### src/mbr_pkg.sv
// Shared constants, codes and types of the bus router with timer compare.
package mbr_pkg;

  localparam int RAM_BYTES  = 1048576;
  localparam int VRAM_BYTES = 307200;
  localparam int RAM_AW     = $clog2(RAM_BYTES);
  localparam int VRAM_AW    = $clog2(VRAM_BYTES);

  localparam logic [31:0] MTIME_LO_ADDR = 32'h0200_BFF8;
  localparam logic [31:0] MTIME_HI_ADDR = 32'h0200_BFFC;
  localparam logic [31:0] CMP_LO_ADDR   = 32'h0200_4000;
  localparam logic [31:0] CMP_HI_ADDR   = 32'h0200_4004;
  localparam logic [31:0] VIDEO_BASE    = 32'h0400_0000;
  localparam logic [31:0] VIDEO_END     = 32'h0404_B000;
  localparam logic [31:0] KEY_ADDR      = 32'h0300_0000;
  localparam logic [31:0] UART_ADDR     = 32'h1000_0000;
  localparam logic [63:0] CMP_RESET     = 64'hFFFF_FFFF_FFFF_FFFF;

  // Offset into the video window plus the largest byte index of one item.
  localparam int VID_OFF_W = $clog2(int'(VIDEO_END - VIDEO_BASE) + 4);
  localparam int STEP_W    = (RAM_AW > VID_OFF_W) ? RAM_AW : VID_OFF_W;

  // The clearing pass sweeps both memories at once.
  localparam int CLR_N = (RAM_BYTES > VRAM_BYTES) ? RAM_BYTES : VRAM_BYTES;
  localparam int CLR_W = $clog2(CLR_N);

  typedef enum logic [2:0] {
    OP_RD8  = 3'd0,
    OP_RD16 = 3'd1,
    OP_RD32 = 3'd2,
    OP_WR8  = 3'd3,
    OP_WR16 = 3'd4,
    OP_WR32 = 3'd5
  } op_e;

  typedef enum logic [1:0] {
    K_IMM = 2'd0,
    K_RD  = 2'd1,
    K_WR  = 2'd2,
    K_VID = 2'd3
  } kind_e;

  typedef enum logic [1:0] {
    ST_CLEAR  = 2'd0,
    ST_IDLE   = 2'd1,
    ST_ACCESS = 2'd2,
    ST_FINISH = 2'd3
  } state_e;

  typedef struct packed {
    kind_e              kind;
    logic [1:0]         last;
    logic [STEP_W-1:0]  base;
    logic [31:0]        rdata;
    logic               uart_valid;
    logic [7:0]         uart_byte;
    logic               fault;
    logic               cmp_lo_we;
    logic               cmp_hi_we;
  } dec_t;

endpackage

### src/mbr_decode.sv
// Address decoder: classifies one bus access and resolves device accesses.
module mbr_decode import mbr_pkg::*; (
  input  logic [2:0]  op_i,
  input  logic [31:0] address_i,
  input  logic [31:0] write_data_i,
  input  logic [63:0] timer_now_i,
  input  logic [7:0]  key_code_i,
  input  logic [63:0] cmp_i,
  output dec_t        dec_o
);

  logic [2:0]        nbytes;
  logic [32:0]       end_addr;
  logic              fits;
  logic [31:0]       vid_off;
  logic [STEP_W-1:0] ram_base;
  logic [STEP_W-1:0] vid_base;

  always_comb begin
    unique case (op_e'(op_i))
      OP_RD8, OP_WR8:   nbytes = 3'd1;
      OP_RD16, OP_WR16: nbytes = 3'd2;
      default:          nbytes = 3'd4;
    endcase
  end

  // The sum is one bit wider so that accesses near the top never wrap.
  assign end_addr = {1'b0, address_i} + {30'b0, nbytes};
  assign fits     = end_addr <= 33'(RAM_BYTES);
  assign vid_off  = address_i - VIDEO_BASE;
  assign ram_base = STEP_W'(address_i[RAM_AW-1:0]);
  assign vid_base = STEP_W'(vid_off[VID_OFF_W-1:0]);

  always_comb begin
    dec_o      = '0;
    dec_o.kind = K_IMM;
    dec_o.last = 2'(nbytes - 3'd1);
    dec_o.base = ram_base;
    unique case (op_e'(op_i))
      OP_RD8, OP_RD16: begin
        priority if (address_i == KEY_ADDR) dec_o.rdata = {24'b0, key_code_i};
        else if (fits)                      dec_o.kind  = K_RD;
        else                                dec_o.fault = 1'b1;
      end
      OP_RD32: begin
        priority if (address_i == MTIME_LO_ADDR) dec_o.rdata = timer_now_i[31:0];
        else if (address_i == MTIME_HI_ADDR)     dec_o.rdata = timer_now_i[63:32];
        else if (address_i == CMP_LO_ADDR)       dec_o.rdata = cmp_i[31:0];
        else if (address_i == CMP_HI_ADDR)       dec_o.rdata = cmp_i[63:32];
        else if (fits)                           dec_o.kind  = K_RD;
      end
      OP_WR8: begin
        priority if (address_i == UART_ADDR) begin
          dec_o.uart_valid = 1'b1;
          dec_o.uart_byte  = write_data_i[7:0];
        end else if (fits) begin
          dec_o.kind = K_WR;
        end else begin
          dec_o.fault = 1'b1;
        end
      end
      OP_WR16: begin
        if (fits) dec_o.kind  = K_WR;
        else      dec_o.fault = 1'b1;
      end
      OP_WR32: begin
        priority if (address_i == CMP_LO_ADDR) begin
          dec_o.cmp_lo_we = 1'b1;
        end else if (address_i == CMP_HI_ADDR) begin
          dec_o.cmp_hi_we = 1'b1;
        end else if (address_i >= VIDEO_BASE && address_i < VIDEO_END) begin
          dec_o.kind = K_VID;
          dec_o.base = vid_base;
        end else if (fits) begin
          dec_o.kind = K_WR;
        end
      end
      default: ;
    endcase
  end

endmodule

### config.mk
export PLATFORM = sky130hd
export DESIGN_NAME = mbr_decode
export DESIGN_NICKNAME = d
export VERILOG_FILES = /design/src/mbr_pkg.sv /design/src/mbr_decode.sv
export SDC_FILE = /design/constraint.sdc
export NUM_CORES = 1
export LEC_CHECK = 0
export BUFFER_PORTS_ARGS = -buffer_cell sky130_fd_sc_hd__buf_2
export CAP_MARGIN = 20
export CORE_AREA = 2 2 107 109
export DETAILED_ROUTE_END_ITERATION = 10
export DIE_AREA = 0 0 109 111
export PLACE_DENSITY = 0.56
export REMOVE_ABC_BUFFERS = 1
export SLEW_MARGIN = 25
export SYNTH_ARGS = -nofsm -noshare
export SYNTH_HDL_FRONTEND = slang
export SYNTH_SLANG_ARGS = --single-unit
### constraint.sdc
create_clock -name vclk -period 2.9
set_input_delay 0.29 -clock vclk [all_inputs]
set_output_delay 0.29 -clock vclk [all_outputs]
set_load 0.05 [all_outputs]
==> results of run 1 <==
-- cells by family after synthesis --
family / Yosys count / share of synthesized area [%]
AND/OR/NAND/NOR: 163 / 38.0
multiplexers: 27 / 11.4
XOR/XNOR: 10 / 3.67
adder cells (fa/ha/maj): 4 / 2.41
AO/OA/AOI/OAI: 113 / 31.9
buffers and inverters: 54 / 12.7
-- worst max path at each step --
| stage | startpoint | end | slack (ns) | cells past startpoint |
|---|---|---|---|---|
| after floorplan | op_i[1] | dec_o[67] | -2.13 | 10 |
| after global placement | op_i[1] | dec_o[66] | -0.65 | 16 |
| after detailed placement | op_i[1] | dec_o[66] | -0.80 | 16 |
| after CTS | op_i[0] | dec_o[66] | -0.55 | 16 |
| after global routing | op_i[1] | dec_o[66] | -0.66 | 16 |
| final | op_i[1] | dec_o[66] | -0.57 | 16 |
-- per-layer routing --
layer / up-vias / track usage (%)
li1: 2021 / -
met1: 1920 / 24.4
met2: 152 / 37.6
met3: 14 / 1.12
met4: 0 / 2.48
met5: - / 0
-- power by group --
part | internal (mW) | leakage [nW] | switching (mW)
logic | 0.250 | 2.27 | 0.259
clock network | 0.0000000462 | 0.00000634 | 0
registers | 0 | 0 | 0
-- per-stage QoR --
| step | worst slack (ns) | power [mW] | std cells | hold WS, ns | utilization [%] |
|---|---|---|---|---|---|
| 6_report | -0.565 | 0.509 | 821 | 0.903 | 41.4 |
| 3_3_place_gp | -0.645 | 0.441 | 796 | 0.904 | 37.6 |
| 3_5_place_dp | -0.797 | 0.448 | 796 | 0.902 | 37.6 |
| 5_1_grt | -0.661 | 0.549 | 821 | 0.909 | 41.4 |
| 2_1_floorplan | -2.13 | 0.118 | 324 | 0.580 | - |
| 4_1_cts | -0.553 | 0.499 | 824 | 0.902 | 40.3 |
-- worst max-delay path, stage by stage --
cell	delay (ns)
buf_12	0.11
xnor2_4	0.15
nand2b_1	0.10
inv_1	0.07
ha_2	0.18
inv_2	0.04
fa_2	0.36
nor2b_4	0.15
buf_6	0.11
nor2_4	0.05
or3_1	0.31
a21oi_1	0.13
a41oi_1	0.07
o41a_1	0.46
o41ai_2	0.34
buf_4	0.25
-- Yosys cell counts, types with 6 or more instances --
library cell,number
nand2_1,34
o21ai_0,28
nor2_1,27
mux2i_1,26
a21oi_1,24
and2_1,22
buf_4,19
a221oi_1,18
clkbuf_1,18
nor3_1,12
o22ai_1,11
nand3_1,10
nor4_1,10
nand4_1,8
inv_1,7
a22oi_1,6
xnor2_1,6
-- final cells by class --
| class | instances | area, um2 |
|---|---|---|
| tap | 143 | 179 |
| multi-input combinational | 317 | 2200 |
| antenna | 1 | 2.50 |
| inverter | 7 | 26.3 |
| timing repair buffer | 353 | 2170 |
| fill | 1153 | 6490 |
-- what timing repair did --
item,4_1_cts,5_1_grt
resized for setup,30,54
buffers inserted,28,2
hold buffers,0,0
pin swaps,13,9
endpoints found under the setup margin,37,43
==> summary by stage, run 1 <==
Cells and area
Relative to the synthesized area, the layout overhead comes to 92.4%. In the layout the commonest cells are 220 x buf_2, 112 x buf_4, 34 x nand2_1. The final layout contains a sequential cell count of 0. The clock buffer count is 0. In the final layout, the share of cells above drive strength 1 is 57.2%. The area taken by flip-flops and latches is 0 um2.

After routing the design area is 0.00459 mm2. For this run, the post-layout net count is 886. Leaving out fill and tap cells, the most frequent cell in the layout is buf_2.

Yosys
The mean cell area of the mapped netlist is 6.42 um2. The number of different library cells used by synthesis comes to 63. In the post-synthesis netlist, the biggest area contributors are mux2i_1 11%, a221oi_1 6.6%, buf_4 6.0%. The synthesis warning total is 0.

The post-synthesis instance area is 0.00238 mm2. Synthesis handed over a netlist of 371 instances. The top cell type by total area after synthesis is mux2i_1.

The portion of the post-synthesis area used by sequential elements is 0%. The portion of synthesized cell area occupied by the leading cell type is 10.9%.

Routing
The final routed DRC violation total is 0. After detailed routing, the wire length on met1 is 5470 um. After detailed routing, no signal wire sits above met4.

The number of nets still failing antenna checks after routing is 0. After detailed routing, the number of vias per cell comes to 5.00. Wire segments on met3 add up to 650 um in the final route.

Wires add up to 12900 um. The mean routed wirelength per cell is 15.7 um. After the first detailed-routing iteration, the DRC count stood at 239. The wire length on met2 is 6630 um. The pre-antenna-repair detailed-routing pass consisted of 4 iterations. For this block, the via count after detailed routing is 4107.

Min path
The worst hold path terminates at dec_o[61]. The startpoint identified for the worst hold timing path is address_i[17]. The type of the tightest min-delay check is input port to output pin. Along the worst hold path, the cell count comes to 2.

Global routing
Global routing used 19.7% of the available tracks across all layers. The wire length of the first global-routing pass is 19600 um. The number of global-route vias before repair is 3981. The aggregate global routing overflow is 0. The number of antenna violations at the first check in global routing is 1. The pin count of the biggest net entering global routing is 49.

Status
The checks that failed: setup timing. The flow ran to the end, but the final reports show violations.

Floorplan
The die is 111 um tall. The floorplan has 39 rows. The floorplan step defined a die boundary enclosing 0.0121 mm2. The number of I/O pins is approximately 270. The initial core utilization is 21.5%. In this run the horizontal extent of the chip is 109 um.

After floorplanning, the core was sized to cover 0.0111 mm2.

Timing
The clock period minus final worst setup slack is 3.47 ns. The total count of hold-check failures in the final report is 0. The number of max-slew violations in the final report came to 0.

Setup repair after global routing could not meet its margin everywhere. The maximum clock frequency is between 200 and 300 MHz. The period utilization is 119%. Setup violations remaining at the end of the flow were counted as 3. The worst-margin pin slew is 0.688 ns. The final worst setup slack is -0.565 ns.

Setup total negative slack on the finished layout was measured at -1.58 ns. The relative max-transition margin is 54.1%.

Power and ir drop
The cell leakage power is 2.27 nW. The power per cell area is about 110 mW/mm2. The worst IR drop on VDD is around 0.000081 V.

Placement
The congestion estimate from routability-driven global placement came to 0.979. The placed instances occupy a cell area of 0.00417 mm2. After legalization and detailed placement, the total HPWL measured 10600 um. During placement, the flow inserted port buffers numbering 247.

Setup path
Along the worst path, the maximum fanout reaches 7. The type of element capturing the critical path is an output pin. Data on the critical path is required at its endpoint by 2.61 ns.

Data arrives at the worst endpoint at 3.18 ns. The critical path class is input port to output pin. The nature of the critical path startpoint is an input port.

Job
The max-capacitance violation count is 0.
No activity file was read; power rests on OpenSTA's default activity.
==> run 2: changes to the inputs <==
Settings changed: CORE_AREA 2 2 107 109 to 2 2 106 108, DIE_AREA 0 0 109 111 to 0 0 108 110, PLACE_DENSITY 0.56 to 0.55, SETUP_SLACK_MARGIN from default to 0.5.
Clock period 2.9 ns to 4.38 ns, I/O delays scaled along.
==> run 2 against run 1 <==
Against the previous run: the run now ends clean; final area fell by 20%; flip-flop and latch count stayed put; global-route usage down 3.0 points; sequential share of layout area unchanged; power decreased by 47%; worst hold slack better by 0.31 ns; critical path type unchanged; largest cell class unchanged.
==> summary by stage, run 2 (synthesis gave the netlist of run 1 again) <==
Setup path
The data arrival time of the critical path is around 3.4 ns. The nature of the critical path startpoint is an input port. The worst setup path is of the input port to output pin kind. The required arrival time at the worst endpoint is 3.94 ns. In this run the worst path has a maximum fanout of 9.

The type of element capturing the critical path is an output pin.

Global routing
Entering global routing, the biggest net connects 49 pins. The wire length of the first global-routing pass is between 15000 and 20000 um. The number of global-route vias before repair was between 3k and 4k. The number of antenna violations at the first check in global routing is 0. The aggregate global routing overflow is 0.

In the global route stage, overall resource usage came out at 16.7%.

Power and ir drop
The cell leakage power is approximately 1.8 nW. Summed over all nets, the switching power comes to 153 uW. The combinational share of power is 100.0%.

The clock network is responsible for 0% of the overall power. In this run the power density over the cells is 72.8 mW/mm2. The switching power as a share of total power is 57.1%.

The worst IR drop on VDD is 0.0000417 V. The portion of total power attributed to sequential cells is 0%. The total internal power is 115 uW.

The overall power is 268 uW.

Routing
The violation count after the first detailed-route iteration is 221. After detailed routing, the average wire length per cell comes to 15.8 um. Summed over all layers, the routed wires come to about 11000 um. The total via count in the routed design is 3678. In the routed design, unresolved DRC markers number 0. The number of nets still failing antenna checks after routing is 0. The first detailed-routing pass took 4 iterations. Using the TritonRoute via totals, the vias-per-cell ratio works out to 5.09.

Timing
The clock period minus final worst setup slack is 3.82 ns. For the pin with the worst max-slew slack, the measured transition is between 0.8 and 0.9 ns. The period utilization is 87.2%. The number of max-slew violations in the final report was 0.

Setup violations remaining at the end of the flow were counted as 0. The total negative slack is 0 ns. Setup repair after global routing could not meet its margin everywhere. The total count of hold-check failures in the final report came to 0. The relative max-transition margin is a little under half. Based on the critical path, the design can be clocked at up to 262 MHz.

Floorplan
The number of cell rows is 38. The placeable core region is around 0.011 mm2. The die footprint is roughly 0.012 mm2. The chip height is approximately 110 um. The initial core utilization is 22.3%. In this run the horizontal extent of the chip is 108 um.

271 I/O pins were placed.

Cells and area
The number of antenna cells inserted is 0. Once layout is done, the placed cells without fillers occupy 0.00368 mm2. The finished layout holds between 700 and 800 standard cells, fillers aside. The library cells used most frequently in the layout, excluding fill and tap cells, are 242 x buf_2, 34 x nand2_1, 27 x nor2_1, 27 x o21ai_0, 26 x mux2i_1. The area taken by flip-flops and latches is 0 um2. The library cell used most frequently in the layout, excluding fill and tap cells, is buf_2. The multi-input combinational cells in the finished layout cover a total of between 0.002 and 0.0025 mm2. In the final design database the tool counted about 790 nets. After filler insertion, the fill cell instance count of the layout stands at 1206. There are 0 flip-flops and latches.

The clock buffer count is 0. Of the cells placed in the final design, the portion with a size suffix greater than 1 is 49.0%. The synthesis-to-layout area growth is 54.5%.

Placement
Summed over all nets, the half-perimeter wirelength after detailed placement is 9100 um. In this run the tool buffered the top-level ports with about 250 buffer cells. The placed cell count is roughly 720.

The placement-stage cell area is 0.00358 mm2. The final weighted congestion in routability-driven placement is 0.814.

Status
The run finished with clean final reports.

Job
The max-capacitance violation count is 0.

CTS
The quantity of hold-fixing buffers added after cts is 0.

Min path
The type of the tightest min-delay check is input port to output pin.
## run 2: cell types whose count changed in the layout (fill, tap and decap cells not counted), moves of 2 or more
| cell | delta |
|---|---|
| buf_2 | +22 |
| buf_8 | -3 |
| o21ai_1 | -6 |
| clkbuf_4 | -8 |
| buf_12 | -2 |
| buf_6 | -6 |
| buf_4 | -98 |
| o21ai_0 | +6 |
## run 2: layout make-up
class | instances | share of cell area [%]
Tap cell | 140 | 4.76
Timing Repair Buffer | 258 | 36.3
Multi-Input combinational cell | 317 | 58.3
Inverter | 7 | 0.714
## run 2: final timing paths
path	start	endpoint	cells past startpoint
setup / recovery	op_i[1]	dec_o[67]	15
hold / removal	address_i[1]	dec_o[45]	2
## run 2: what timing repair did
item                                    CTS  global route
pin swaps                                 1             5
setup buffers                             1             4
resized for setup                         7            14
endpoints found under the setup margin    3             9
gates cloned                              0             0
## run 2: layer usage
layer | share of wire (%) | vias up | GRT usage, %
li1 | - | 1828 | -
met1 | 44 | 1716 | 23.5
met2 | 50 | 134 | 30.3
met3 | 5.5 | 0 | 0.412
met4 | 0 | 0 | 0.275
met5 | 0 | - | 0
## run 2: metrics by stage
stage	hold WS, ns	setup WS [ns]	utilization [%]
2_1_floorplan	0.876	-0.948	-
3_3_place_gp	1.22	0.292	33.5
3_5_place_dp	1.22	0.146	33.5
4_1_cts	1.22	0.503	33.8
5_1_grt	1.23	0.432	34.4
6_report	1.22	0.561	34.4
## run 2: worst max-delay path, stage by stage
cell and delay [ns]:
clkbuf_4 0.16, xnor2_1 0.16, nand2b_1 0.12, inv_1 0.08, ha_2 0.18, inv_2 0.04, fa_2 0.39, nor2b_4 0.17
nor2_4 0.08, or3_1 0.33, a21oi_2 0.15, a41oi_1 0.06, o41a_1 0.50, o31ai_1 0.26, buf_4 0.25
## run 2: power by group through the flow
| stage | sequential, mW | combinational, mW | clock, mW |
|---|---|---|---|
| final | 0 | 0.268 | 0 |
| after global routing | 0 | 0.292 | 0 |
| after CTS | 0 | 0.259 | 0 |
| after detailed placement | 0 | 0.254 | 0 |
| after global placement | 0 | 0.249 | 0 |
| after floorplan | 0 | 0.0784 | 0 |
==> run 3: changes to the inputs <==
Settings changed: ABC_AREA from default to 1, PLACE_DENSITY 0.55 to 0.62.
Clock period 4.38 ns to 3.89 ns, I/O delays scaled along.
==> run 3 against run 2 <==
Against the previous run: final area rose by 26%; largest power group unchanged; worst hold slack got worse by 0.10 ns; critical path depth up 6.
==> summary by stage, run 3 <==
Yosys
The mean cell area of the mapped netlist is 4.60 um2. Counting every instance in the synthesized netlist gives 674. The portion of synthesized cell area occupied by the leading cell type is 26.6%. Sequential cells were found to cover 0% of the synthesized design area. The cell area that synthesis handed to floorplanning was 0.00310 mm2. The number of library cell types mapped by synthesis is 30. Summed over all instances, the cell type with the most area after synthesis is nand2_1. Yosys printed 0 warnings. In the post-synthesis netlist, the biggest area contributors are nand2_1 27%, nand3_1 15%, inv_1 12%.

The library cell with the highest instance count after synthesis is nand2_1. By count the netlist is led by 220 x nand2_1, 96 x inv_1, 94 x nand3_1.

Min path
The type of the tightest min-delay check is input port to output pin. The worst min-delay path startpoint is address_i[6].

Timing
Adding up every negative setup slack in the final design gives 0 ns. Setup violations remaining at the end of the flow were counted as 0. In the finished design, the share of the clock period the worst path needs comes to between 80% and 90%. The maximum clock frequency is 302 MHz. The total count of hold-check failures in the final report is 0. The worst-margin pin slew is between 0.7 and 0.8 ns. Setup repair after global routing could not meet its margin everywhere.

The number of max-slew violations in the final report is 0. The worst path needs between 3 and 4 ns of the cycle, external delays included. Headroom to the max-slew limit came out at approximately 52%.

Cells and area
Leaving out fill and tap cells, the most frequent cells in the layout are 241 x buf_2, 214 x nand2_1, 89 x inv_1. Summing all flip-flop and latch instances after layout gives 0 um2. The proportion of layout cells with a drive suffix above 1 is 35.6%. The area growth from synthesis to layout is 50.1%. Clock buffers in the final layout number 0.

Measured on the finished design, the core utilization comes to 43.5%. The most common library cell in the layout ignoring fill and taps is buf_2. The number of sequential cells is 0. The final net count is 1104. 0 antenna diodes ended up in the layout.

CTS
The quantity of hold-fixing buffers added after cts is 0.

Placement
The final weighted congestion in routability-driven placement is 0.935. Detailed placement ended at an HPWL of 11600 um. The count of buffers inserted at the top-level ports is 247.

Floorplan
271 I/O pins were placed. The number of cell rows is 38. The placeable core region is 0.0107 mm2.

The initial utilization of the core area, before any placement, comes to 29.0%. The chip height is 110 um. The die footprint is around 0.012 mm2. The overall die width is between 100 and 150 um.

Global routing
The number of global-route vias before repair is 4283. The first global-routing pass estimated 20500 um of wire. The aggregate global routing overflow is 0. The number of antenna violations at the first check in global routing is 0. Global routing consumed, over all layers together, 21.0% of the routing resources. Entering global routing, the biggest net connects 41 pins.

Power and ir drop
Power spread over the standard cell area amounts to between 60 and 70 mW/mm2. The worst IR drop on VDD is 0.0000526 V. For this design the static power due to leakage is ~2.7 nW.

Routing
Once detail routing completed, the nets flagged for antenna violations numbered 0. The violation count after the first detailed-route iteration is 319. The routed design has between 10000 and 15000 um of wire. For this run, the detailed router's first-pass iteration total came to 7. In the routed design, unresolved DRC markers number 0. The total via count in the routed design is roughly 5k.

The mean routed wirelength per cell is 13.7 um. The ratio of routed vias to standard cells is 4.85.

Setup path
The critical path class is input port to output pin. At the worst endpoint, the required time is about 3.5 ns. The type of element capturing the critical path is an output pin. The nature of the critical path startpoint is an input port. The highest fanout seen on the critical path is 5.

The most critical setup path has its startpoint at op_i[2]. The data arrival time of the critical path is just under 3 ns.

Status
The flow ran to the end, and the final reports show no timing, DRC or antenna violations.

Job
The max-capacitance violation count is 0.
run 3: changes by cell type after synthesis, sizes merged, moves of 14 or more:
cell    before  now
mux2i       26    0
a221oi      18    0
nand2       34  222
o21ai       28   42
nand3       10   96
nor2        28   87
and2        23    1
inv          7   99
run 3: cell families after synthesis:
| family | Yosys count | synth area share [%] |
|---|---|---|
| buffers and inverters | 141 | 20.3 |
| AOI/OAI and AO/OA | 84 | 14.4 |
| xor gates and xnor gates | 5 | 1.41 |
| and+or+nand+nor | 440 | 62.0 |
| adders and majority gates | 4 | 1.86 |
run 3: cell type report:
| type | instances | area, um2 |
|---|---|---|
| inverters | 99 | 377 |
| fillers | 1248 | 6040 |
| well taps | 140 | 175 |
| multi-input cells | 533 | 2690 |
| repair buffers | 263 | 1420 |
run 3: where the power goes:
group	switching (mW)	total [mW]	internal (mW)
Combinational	0.199	0.325	0.125
Sequential	0	0	0
Clock	0	0	0
run 3: worst max-delay path, cell delays in order:
cell and delay [ns]:
buf_8 0.11, nor3_4 0.19, inv_2 0.07, nand2_4 0.08, ha_4 0.14, inv_2 0.04
fa_2 0.39, inv_2 0.10, nand3_4 0.11, nand2_8 0.12, nand2_4 0.07, inv_1 0.07
nand2_1 0.09, o21ai_1 0.13, nand2_1 0.06, nor2_1 0.12, nand3_2 0.10, nor2_4 0.18
nand3_2 0.10, nand3_2 0.11, buf_8 0.15
run 3: worst paths after layout:
check | endpoint | slack [ns] | cells past startpoint
worst max-delay path | dec_o[67] | 0.58 | 21
worst min-delay path | dec_o[50] | 1.11 | 2
run 3: metal layers:
| layer | wire length [um] | global-route usage (%) | vias to the layer above |
|---|---|---|---|
| met4 | 101 | 1.83 | 0 |
| met1 | 6130 | 29.1 | 2222 |
| met3 | 1010 | 2.06 | 8 |
| met2 | 6910 | 36.8 | 207 |
| li1 | - | - | 2579 |
| met5 | 0 | 0 | - |
run 3: timing repair:
action                     in CTS  in global routing
pin swaps                       4                 24
resized for setup              19                 57
buffers inserted                0                  8
setup endpoints to repair       5                 24
run 3: per-stage QoR:
step	hold WS [ns]	power (mW)	area, um2	setup slack, ns	cells
global route	1.11	0.355	4650	0.388	1035
floorplan	0.778	0.105	2840	0.177	632
global placement	1.11	0.292	4320	0.120	1027
finish	1.11	0.325	4650	0.580	1035
detailed placement	1.11	0.293	4320	0.0491	1027
CTS	1.11	0.298	4380	0.500	1027
